==> config.mk <==
export PLATFORM = sky130hd
export DESIGN_NAME = sma_divider
export DESIGN_NICKNAME = d
export VERILOG_FILES = /design/src/rtl/core/sma_pkg.sv /design/src/rtl/core/sma_divider.sv
export SDC_FILE = /design/constraint.sdc
export NUM_CORES = 1
export LEC_CHECK = 0
export BUFFER_PORTS_ARGS = -buffer_cell sky130_fd_sc_hd__buf_2
export CAP_MARGIN = 20
export CORE_ASPECT_RATIO = 2
export CORE_MARGIN = 3
export CORE_UTILIZATION = 52
export CTS_CLUSTER_SIZE = 30
export DETAILED_ROUTE_END_ITERATION = 10
export GPL_TIMING_DRIVEN = 0
export PLACE_DENSITY = 0.79
export SKIP_CTS_REPAIR_TIMING = 1
export SLEW_MARGIN = 10
export SYNTH_ARGS = -nofsm -noshare
export SYNTH_HDL_FRONTEND = slang
export SYNTH_SLANG_ARGS = --single-unit
==> constraint.sdc <==
create_clock -name clk -period 3.1 [get_ports clk]
set_input_delay 0.155 -clock clk [delete_from_list [all_inputs] [get_ports clk]]
set_output_delay 0.155 -clock clk [all_outputs]
set_load 0.01 [all_outputs]
==> src/rtl/core/sma_pkg.sv <==
// sma_pkg: shared types and constants for the moving average block
// sequencer states, divider control/status structs and fixed field widths
// no dependencies
package sma_pkg;

    localparam int FIELD_W      = 32;
    localparam int LEN_W        = 9;
    localparam int WINDOW_RESET = 20;

    typedef enum logic [2:0] {
        S_IDLE,
        S_ADD,
        S_SUB,
        S_DIV,
        S_DONE
    } seq_state_t;

    typedef struct packed {
        logic start;
    } div_ctrl_t;

    typedef struct packed {
        logic busy;
        logic done;
    } div_stat_t;

endpackage

==> src/rtl/core/sma_divider.sv <==
// sma_divider: restoring bit-serial divider, one quotient bit per cycle
// depends on sma_pkg for the divisor width and control structs
module sma_divider
    import sma_pkg::*;
#(
    parameter int NUM_W = 40
) (
    input  logic             clk,
    input  logic             rst_n,
    input  div_ctrl_t        ctrl,
    input  logic [NUM_W-1:0] dividend,
    input  logic [LEN_W-1:0] divisor,
    output div_stat_t        stat,
    output logic [NUM_W-1:0] quotient
);

    localparam int CNT_W = $clog2(NUM_W + 1);

    logic [NUM_W-1:0] work_reg, work_next;
    logic [LEN_W-1:0] rem_reg, rem_next;
    logic [LEN_W-1:0] dsr_reg, dsr_next;
    logic [CNT_W-1:0] count_reg, count_next;
    logic             busy_reg, busy_next;
    logic             done_reg, done_next;
    logic [LEN_W:0]   rem_shift;
    logic [LEN_W:0]   rem_diff;
    logic             fits;

    // one subtract/compare per cycle
    assign rem_shift = {rem_reg, work_reg[NUM_W-1]};
    assign rem_diff  = rem_shift - {1'b0, dsr_reg};
    assign fits      = (rem_shift >= {1'b0, dsr_reg});

    always_comb
    begin
        work_next  = work_reg;
        rem_next   = rem_reg;
        dsr_next   = dsr_reg;
        count_next = count_reg;
        busy_next  = busy_reg;
        done_next  = 1'b0;
        if (ctrl.start)
        begin
            work_next  = dividend;
            rem_next   = '0;
            dsr_next   = divisor;
            count_next = CNT_W'(NUM_W);
            busy_next  = 1'b1;
        end
        else if (busy_reg)
        begin
            work_next  = {work_reg[NUM_W-2:0], fits};
            rem_next   = fits ? rem_diff[LEN_W-1:0] : rem_shift[LEN_W-1:0];
            count_next = count_reg - CNT_W'(1);
            if (count_reg == CNT_W'(1))
            begin
                busy_next = 1'b0;
                done_next = 1'b1;
            end
        end
    end

    always_ff @(posedge clk or negedge rst_n)
    begin
        if (!rst_n)
        begin
            busy_reg  <= 1'b0;
            done_reg  <= 1'b0;
            count_reg <= '0;
        end
        else
        begin
            busy_reg  <= busy_next;
            done_reg  <= done_next;
            count_reg <= count_next;
        end
    end

    always_ff @(posedge clk)
    begin
        work_reg <= work_next;
        rem_reg  <= rem_next;
        dsr_reg  <= dsr_next;
    end

    assign stat.busy = busy_reg;
    assign stat.done = done_reg;
    assign quotient  = work_reg;

endmodule
==> results of run 1 <==
==> placed cells by master (no fill, tap or decap), types with 2 or more instances in the layout <==
| master | count |
|---|---|
| buf_2 | 95 |
| edfxtp_1 | 49 |
| mux2_2 | 40 |
| nor2_1 | 21 |
| inv_1 | 13 |
| clkbuf_1 | 11 |
| ha_1 | 11 |
| a211oi_1 | 9 |
| clkbuf_16 | 9 |
| dfxtp_1 | 9 |
| dfrtp_1 | 8 |
| nand2_1 | 7 |
| a21oi_1 | 6 |
| nand2b_1 | 6 |
| dlygate4sd3_1 | 6 |
| xor2_1 | 5 |
| mux2i_1 | 5 |
| xnor2_1 | 4 |
| o211ai_1 | 3 |
| nand3_1 | 3 |
| a311oi_1 | 3 |
| nor3_1 | 2 |
| and2_1 | 2 |
| nor4b_1 | 2 |
| o21ai_0 | 2 |
| buf_4 | 2 |
| clkinv_2 | 2 |
==> metal layers <==
metal  routed length (um)  vias to the layer above  share of wire, %  track usage [%]
met4                  206                        0               2.8             10.4
met5                    0                        -                 0                0
met3                  466                       17               6.2             8.01
li1                     -                     1121                 -                -
met1                 2490                     1156                33             24.0
met2                 4310                       84                58             39.5
==> cells in the mapped netlist, types with 3 or more instances <==
cell type  count  area [sq um]
dfxtp_1        9           180
xor2_1         5          43.8
ha_1          11           138
edfxtp_1      49          1470
o211ai_1       3          22.5
inv_1         14          52.6
nand3_1        3          15.0
dfrtp_1        8           200
mux2i_1        5          50.1
nand2_1        7          26.3
a311oi_1       3          26.3
xnor2_1        4          35.0
a21oi_1        6          30.0
nand2b_1       6          37.5
nor2_1        21          78.8
mux2_2        40           450
a211oi_1       9          67.6
clkbuf_1       9          33.8
==> worst max-delay path, stage by stage, from the launching register on <==
cell,delay [ns]
edfxtp_1,0.43
inv_1,0.08
ha_1,0.16
inv_1,0.06
fa_1,0.40
a211oi_1,0.59
o21a_1,0.31
o211ai_2,0.26
mux2_2,0.36
==> worst max-delay path by stage <==
stage	start	depth (start not counted)	end
CTS	quotient[39]$_DFFE_PP_	8	quotient[0]$_DFFE_PP_
global route	quotient[39]$_DFFE_PP_	8	quotient[0]$_DFFE_PP_
detailed placement	quotient[39]$_DFFE_PP_	8	quotient[0]$_DFFE_PP_
finish	quotient[39]$_DFFE_PP_	8	quotient[0]$_DFFE_PP_
floorplan	quotient[39]$_DFFE_PP_	8	quotient[0]$_DFFE_PP_
global placement	ctrl	5	quotient[33]$_DFFE_PP_
==> cell type report <==
cell class                 instances  area share (%)
clock buffer                      11            5.66
clock inverter                     4            1.06
tap                               63            1.92
inverter                          14            1.28
multi-input combinational        151            30.8
timing repair buffer              99            12.8
buffer                            13            1.43
sequential                        66            45.0
==> cell families after synthesis <==
group	count (synthesis)	synth area share [%]
AND/OR/NAND/NOR	52	8.63
AO/OA/AOI/OAI	33	7.82
XOR/XNOR	9	2.44
buffers and inverters	27	3.45
multiplexers	45	15.5
adder cells (fa/ha/maj)	12	4.88
flip-flops	66	57.3
==> where the power goes <==
group | internal (mW) | leakage, nW | switching (mW)
combinational | 0.412 | 0.975 | 0.479
clock | 0.612 | 0.137 | 0.347
sequential | 1.10 | 0.680 | 0.101
total | 2.13 | 1.79 | 0.926
==> through the flow <==
step	setup WS (ns)	util, %	instance area (sq um)	power (mW)	hold WS, ns
after detailed placement	0.241	62.9	3780	2.09	0.0114
after CTS	0.224	67.5	4050	3.06	-0.337
after global placement	0.0997	62.9	3780	2.05	0.00447
after global routing	0.0819	68.5	4110	3.21	0.00203
after floorplan	0.629	-	3230	1.83	-0.141
final	0.194	68.5	4110	3.05	-0.00155
==> summary.md, run 1 <==
| Metric | Value |
|---|---|
| R2R Path Start | `quotient[39]$_DFFE_PP_` |
| Hold Crit Endpoint | `dsr_reg[2]$_DFFE_PP_` |
| Inst Count DP | `400` |
| Maximum fanout along the worst path | `8` |
| Max Cap Viol | `0` |
| Slew headroom | `45.3%` |
| Failing checks | `hold timing` |
| Min Tclk post-route | `2.91 ns` |
| RSZ-0062 raised after global routing | `no` |
| Vias in the first global route | `about 2600` |
| Syn nets | `~310` |
| Synthesis warning total | `0` |
| Slew Viols, Final | `0` |
| Initial DRC count | `66` |
| Peak Freq | `344 MHz` |
| Clk Latency, worst-skew pair | `0.33 ns` |
| Hold depth | `1` |
| Post-synth EDFFs | `49` |
| Main synth FF type | `edfxtp_1` |
| Clock tree buffer depth | `2` |
| Buffers on Ports | `93` |
| Multi-input gate area | `roughly 1300 sq um` |
| Synth Register Bits | `66` |
| Drt wl/cell | `17.7 um` |
| Worst reg2reg setup slack | `0.19 ns` |
| Setup violators final | `0` |
| ANT cells | `0` |
| Die H | `between 100 and 150 um` |
| Syn avg cell area | `13.2 sq um` |
| Seq/Total Area, Yosys | `between 50% and 60%` |
| Clock transition at path regs | `0.05 ns` |
| Pleak | `about 1.8 nW` |
| Ys async rst share | `approximately an eighth` |
| Reg2reg end | `quotient[0]$_DFFE_PP_` |
| # nets final | `418` |
| Min Hold Slack | `-0.00155 ns` |
| Die ar. | `7250 sq um` |
| Initial core utilization | `53.8%` |
| Share of layout cells above drive strength 1 | `between 40% and 50%` |
| Status | `finished with violations` |
| CTS tree | `built` |
| DRC viols | `0` |
| Drt total wl | `7470 um` |
| Row count | `40` |
| Worst Max-Slew Pin Slew | `0.820 ns` |
| Critical path data arrival time | `around 3.0 ns` |
| Vias | `about 2400` |
| Clock skew | `0.00355 ns` |
| TritonRoute pass-1 iters | `4` |
| Synth Instances | `244` |
| DP Wirelength | `roughly 5400 um` |
| Synth Cell Area | `approximately 3200 sq um` |
| Worst vdd ir | `0.592 mV` |
| Setup TNS | `0 ns` |
| Final Hold Viols | `1` |
| Grt ovf | `0` |
| Final worst path period share | `93.7%` |
| Sink Count | `66` |
| Filler Cell Count | `roughly 470` |
| Register area | `around 1900 sq um` |
| Vias per cell | `5.65` |
| Critical path class | `reg2reg` |
| FF-to-FF path depth | `8` |
| # IOs | `94` |
| H-tree Lvls | `3` |
| Hold WC Path Type | `in2reg` |
| Die Wd | `just over 60 um` |
| Root Driver | `clkbuf_16` |
| Global-route wire length before repair | `12300 um` |
| GP Congestion | `0.863` |
| Hold_sp | `divisor[2]` |
| Largest net degree at the start of global routing | `41` |
| GRT Total Usage | `23.1%` |
| Core Box Area | `between 6000 and 7000 sq um` |
| Worst endpoint required time | `3.18 ns` |
| Cell area power density | `743 nW/um^2` |
| Post-synthesis cell type count | `44` |
| Crit end category | `flop` |
| CTS buffer count | `9` |
| Area added between synthesis and finish | `27.3%` |
| Antenna Nets Post-Route | `0` |
| Non-Filler Instances | `around 420` |
| CP startpoint kind | `flop` |
| Number of flip-flops in the largest register | `40` |
| Antenna violations before repair | `0` |
(Power assumes the default switching activity.)
==> run 2, diff against run 1 <==
- CORE_UTILIZATION: 52 -> 56
- PLACE_DENSITY: 0.79 -> 0.84
- clock period: 3.1 -> 3.6 ns (I/O delays scaled with it)
==> run 2 against run 1 <==
Net effect: the flow now finishes without violations; power is 19% lower; largest power group unchanged; die area is 6.6% lower; first-iteration DRC count is 56% higher.
==> summary.md, run 2 (synthesized netlist as in run 1, its figures left out) <==
| Metric | Value |
|---|---|
| Max Cap Viol | `0 (unchanged)` |
| Worst endpoint required time | `3.70 ns (+0.52 ns)` |
| Row count | `38 (-5.0%)` |
| Global-route wire length before repair | `12000 um (-2.6%)` |
| DP Wirelength | `5620 um (+3.5%)` |
| Vias | `2375 (-0.13%)` |
| Power Total | `2.47 mW (-19%)` |
| Non-Filler Instances | `420 (-0.24%)` |
| CP startpoint kind | `flop` |
| # nets final | `419 (+0.24%)` |
| Drt wl/cell | `17.9 um (+0.92%)` |
| Antenna Nets Post-Route | `0 (unchanged)` |
| Worst Max-Slew Pin Slew | `0.858 ns (+0.0379 ns)` |
| Die H | `113 um (-3.5%)` |
| H-tree Lvls | `3 (unchanged)` |
| TritonRoute pass-1 iters | `4 (unchanged)` |
| Antenna violations before repair | `0 (unchanged)` |
| Pleak | `1.77 nW (-1.3%)` |
| Critical Path End | `quotient[0]$_DFFE_PP_` |
| RSZ-0062 raised after global routing | `no` |
| FF-to-FF path depth | `8 (unchanged)` |
| Root Driver | `clkbuf_8` |
| Setup violators final | `0 (unchanged)` |
| Commonest non-fill, non-tap cell in the layout | `buf_2` |
| Post-layout util | `73.6% (+5.1 points)` |
| Critical path class | `reg2reg` |
| CTS tree | `built` |
| Core Box Area | `5520 sq um (-8.2%)` |
| Clk Latency, worst-skew pair | `0.35 ns (+0.02 ns)` |
| GRT Total Usage | `24.3% (+1.2 points)` |
| Worst vdd ir | `0.533 mV (-10%)` |
| # IOs | `94 (unchanged)` |
| Sink Count | `66 (unchanged)` |
| Area added between synthesis and finish | `25.6%` |
| Maximum fanout along the worst path | `8 (unchanged)` |
| Final worst path period share | `78.0% (-16 points)` |
| Hold WC Path Type | `in2reg` |
| Reg2reg end | `quotient[0]$_DFFE_PP_` |
| Most frequent cells in the layout | `buf_2, edfxtp_1, mux2_2` |
| Worst setup path start | `quotient[39]$_DFFE_PP_` |
| Grt ovf | `0 (unchanged)` |
| Initial core utilization | `58.6% (+4.8 points)` |
| Min Hold Slack | `0.0139 ns (+0.0154 ns)` |
| Largest net degree at the start of global routing | `41 (unchanged)` |
| R2R Path Start | `quotient[39]$_DFFE_PP_` |
| Inst Count DP | `397 (-0.75%)` |
| CTS buffer count | `9 (unchanged)` |
| Peak Freq | `356 MHz (+3.5%)` |
| Crit end category | `flop` |
| Clock skew | `0.00794 ns (+0.00439 ns)` |
| Setup TNS | `0 ns (unchanged)` |
| Number of flip-flops in the largest register | `40 (unchanged)` |
| Status | `finished clean` |
| DRC viols | `0 (unchanged)` |
| Vias per cell | `5.65 (+0.11%)` |
| Die ar. | `6770 sq um (-6.6%)` |
| Drt total wl | `7520 um (+0.68%)` |
| Slew headroom | `42.7% (-2.5 points)` |
| Filler Cell Count | `395 (-16%)` |
| Final Hold Viols | `0 (-1)` |
| Cell area power density | `608 nW/um^2 (-18%)` |
| Vias in the first global route | `2565 (-2.7%)` |
| Die Wd | `59.7 um (-3.3%)` |
| Clock transition at path regs | `0.07 ns (+0.02 ns)` |
| ANT cells | `0 (unchanged)` |
| Clock tree buffer depth | `2 (unchanged)` |
| Critical path data arrival time | `2.91 ns (-0.08 ns)` |
| Share of layout cells above drive strength 1 | `43.9% (+0.31 points)` |
| Min Tclk post-route | `2.81 ns (-0.0973 ns)` |
| Worst reg2reg setup slack | `0.79 ns (+0.60 ns)` |
| Slew Viols, Final | `0 (unchanged)` |
| Initial DRC count | `103 (+56%)` |
| GP Congestion | `0.881 (+2.2%)` |
| Buffers on Ports | `93 (unchanged)` |
[run 2: cell count changes in the layout (fill, tap and decap cells not counted), sizes merged]
cell         change
clkinv           -3
clkbuf           +4
dlygate4sd3      +1
[run 2: metrics by stage]
stage	instance area, sq um	worst slack [ns]
floorplan	3230	1.13
global placement	3770	0.531
detailed placement	3770	0.836
CTS	3990	0.818
global route	4060	0.658
finish	4060	0.791
[run 2: how the worst min path moves through the flow]
stage          startpoint              endpoint  slack, ns  cells after the start
2_1_floorplan       rst_n    busy_reg$_DFF_PN0_      -0.12                      0
3_3_place_gp        rst_n    done_reg$_DFF_PN0_       0.03                      1
3_5_place_dp        rst_n    done_reg$_DFF_PN0_       0.03                      1
4_1_cts             rst_n    done_reg$_DFF_PN0_      -0.35                      1
5_1_grt        divisor[1]  dsr_reg[1]$_DFFE_PP_     -0.002                      1
6_report       divisor[1]  dsr_reg[1]$_DFFE_PP_       0.01                      1
[run 2: area by class of cell]
| type | count | area (sq um) | share of cell area [%] |
|---|---|---|---|
| plain buffers | 13 | 58.8 | 1.45 |
| clock buffers | 15 | 186 | 4.59 |
| clock inverters | 1 | 30.0 | 0.740 |
| inverters | 14 | 52.6 | 1.29 |
| multi-input cells | 151 | 1270 | 31.3 |
| flip-flops and latches | 66 | 1850 | 45.6 |
| well taps | 60 | 75.1 | 1.85 |
| repair buffers | 100 | 536 | 13.2 |
[run 2: critical path: stages, from the launching register on]
cell	delay [ns]
edfxtp_1	0.44
inv_1	0.09
ha_1	0.15
inv_1	0.05
fa_1	0.41
a211oi_1	0.51
o21a_1	0.30
o211ai_2	0.25
mux2_2	0.37
[run 2: per-layer routing]
layer  vias to the layer above  wire [um]  global-route usage [%]
li1                       1123          -                       -
met1                      1140       2570                    25.9
met2                        94       4240                    42.1
met3                        18        512                    7.25
met4                         0        208                    11.2
met5                         -          0                       0
[run 2: where the power goes]
group / switching, mW / leakage [nW] / internal, mW
clock network: 0.271 / 0.110 / 0.397
logic: 0.408 / 0.979 / 0.355
registers: 0.0887 / 0.680 / 0.950
==> run 3, diff against run 2 <==
- CORE_UTILIZATION: 56 -> 47
- PLACE_DENSITY: 0.84 -> 0.75
- clock period: 3.6 -> 2.4 ns (I/O delays scaled with it)
==> run 3 against run 2 <==
Net effect: sequential power up 50%; critical path depth up 1; global-route usage down 4.9 points; critical endpoint is now rem_reg[8]$_SDFFE_PP0P_; highest routed layer unchanged.
==> summary.md, run 3 (synthesized netlist as in run 1, its figures left out) <==
| Metric | Value |
|---|---|
| Status | `finished clean` |
| GRT Total Usage | `19.4% (-4.9 points)` |
| Sink Count | `66 (unchanged)` |
| Cell area power density | `952 nW/um^2 (+57%)` |
| Worst Max-Slew Pin Slew | `0.674 ns (-0.183 ns)` |
| CTS tree | `built` |
| Most frequent cells in the layout | `buf_2, edfxtp_1, mux2_2` |
| Drt wl/cell | `16.4 um (-8.6%)` |
| Power Total | `4.08 mW (+65%)` |
| Final non-filler cell area | `4280 sq um (+5.5%)` |
| Slew Viols, Final | `0 (unchanged)` |
| Setup violators final | `0 (unchanged)` |
| Crit end category | `flop` |
| CP startpoint kind | `flop` |
| Min Tclk post-route | `2.35 ns (-0.461 ns)` |
| Clock transition at path regs | `0.05 ns (-0.02 ns)` |
| # nets final | `424 (+1.2%)` |
| Grt ovf | `0 (unchanged)` |
| # IOs | `94 (unchanged)` |
| Antenna violations before repair | `0 (unchanged)` |
| Clock tree buffer depth | `2 (unchanged)` |
| Final worst path period share | `97.8% (+20 points)` |
| Slew headroom | `55.0% (+12 points)` |
| Largest net degree at the start of global routing | `41 (unchanged)` |
| Share of layout cells above drive strength 1 | `44.9% (+1.0 points)` |
| Initial core utilization | `48.8% (-9.8 points)` |
| Vias | `2407 (+1.3%)` |
| Clk Latency, worst-skew pair | `0.32 ns (-0.03 ns)` |
| Inst Count DP | `425 (+7.1%)` |
| GP Congestion | `0.882 (+0.12%)` |
| Critical path class | `reg2reg` |
| Max Cap Viol | `0 (unchanged)` |
| Root Driver | `clkbuf_16` |
| Area added between synthesis and finish | `32.4%` |
| TritonRoute pass-1 iters | `4 (unchanged)` |
| Buffers on Ports | `93 (unchanged)` |
| Global-route wire length before repair | `11500 um (-4.5%)` |
| Non-Filler Instances | `453 (+7.9%)` |
| Worst vdd ir | `0.553 mV (+3.7%)` |
| Place WS | `-0.245 ns (-1.08 ns)` |
| Clock skew | `0.00331 ns (-0.00463 ns)` |
| DP Wirelength | `5490 um (-2.3%)` |
| Number of flip-flops in the largest register | `40 (unchanged)` |
| Vias per cell | `5.31 (-6.0%)` |
| Initial DRC count | `116 (+13%)` |
| Vias in the first global route | `2431 (-5.2%)` |
| H-tree Lvls | `3 (unchanged)` |
| Maximum fanout along the worst path | `4 (-4)` |
| Die H | `123 um (+8.7%)` |
| Peak Freq | `426 MHz (+20%)` |
| CTS buffer count | `9 (unchanged)` |
| Critical path data arrival time | `2.58 ns (-0.33 ns)` |
| Worst endpoint required time | `2.63 ns (-1.07 ns)` |
| Final Hold Viols | `0 (unchanged)` |
| Drt total wl | `7420 um (-1.4%)` |
| DRC viols | `0 (unchanged)` |
| Worst setup margin | `0.0521 ns (-0.739 ns)` |
| Antenna Nets Post-Route | `0 (unchanged)` |
| Commonest non-fill, non-tap cell in the layout | `buf_2` |
| Core Box Area | `6620 sq um (+20%)` |
| Hold WC Path Type | `in2reg` |
| ANT cells | `0 (unchanged)` |
| Die Wd | `64.6 um (+8.2%)` |
| DP Area | `3810 sq um (+1.1%)` |
| Row count | `42 (+11%)` |
| Die ar. | `7970 sq um (+18%)` |
| Min Hold Slack | `0.0932 ns (+0.0793 ns)` |
| Pleak | `1.82 nW (+2.9%)` |
-- run 3: per-stage QoR --
| stage | setup TNS [ns] | utilization, % |
|---|---|---|
| global placement | -26.81 | 57.6 |
| detailed placement | -8.12 | 57.6 |
| finish | 0 | 64.6 |
| floorplan | 0 | - |
| global route | -0.0162 | 64.6 |
| CTS | -1.45 | 61.7 |
-- run 3: routing by layer --
| metal | up-vias | wire [um] | global-route usage [%] |
|---|---|---|---|
| li1 | 1136 | - | - |
| met1 | 1160 | 2720 | 20.1 |
| met2 | 94 | 4090 | 34.5 |
| met3 | 17 | 387 | 5.18 |
| met4 | 0 | 220 | 11.5 |
| met5 | - | 0 | 0 |
-- run 3: report_power, final --
| part | leakage (nW) | total [mW] | internal, mW | switching (mW) |
|---|---|---|---|---|
| Sequential | 0.680 | 1.56 | 1.43 | 0.132 |
| Clock | 0.131 | 1.20 | 0.757 | 0.440 |
| Combinational | 1.01 | 1.32 | 0.638 | 0.684 |
| Total | 1.82 | 4.08 | 2.82 | 1.26 |
-- run 3: area by class of cell --
cell class              count  area (sq um)
fillers                   549          2340
inverters                  14          53.8
repair buffers            105           581
clock buffers              16           272
flip-flops and latches     66          1850
plain buffers              13          61.3
well taps                  88           110
multi-input cells         151          1350
-- run 3: worst paths after layout --
kind / slack (ns) / startpoint / cells after the start / endpoint
worst max-delay path: 0.05 / quotient[39]$_DFFE_PP_ / 9 / rem_reg[8]$_SDFFE_PP0P_
worst max register to register: 0.05 / quotient[39]$_DFFE_PP_ / 9 / rem_reg[8]$_SDFFE_PP0P_
worst min-delay path: 0.09 / dividend[27] / 2 / quotient[27]$_DFFE_PP_
worst min register to register: 0.50 / rem_reg[2]$_SDFFE_PP0P_ / 2 / rem_reg[2]$_SDFFE_PP0P_
max in group asynchronous: 2.06 / rst_n / 2 / count_reg[3]$_DFFE_PN0P_
min in group asynchronous: 0.17 / rst_n / 2 / done_reg$_DFF_PN0_
-- run 3: worst max-delay path, cell delays in order, from the launching register on --
cell	delay (ns)
edfxtp_1	0.43
inv_1	0.08
ha_1	0.15
inv_1	0.05
fa_2	0.37
a211oi_4	0.30
o211ai_1	0.13
o211a_1	0.16
or3_4	0.33
a311oi_2	0.26
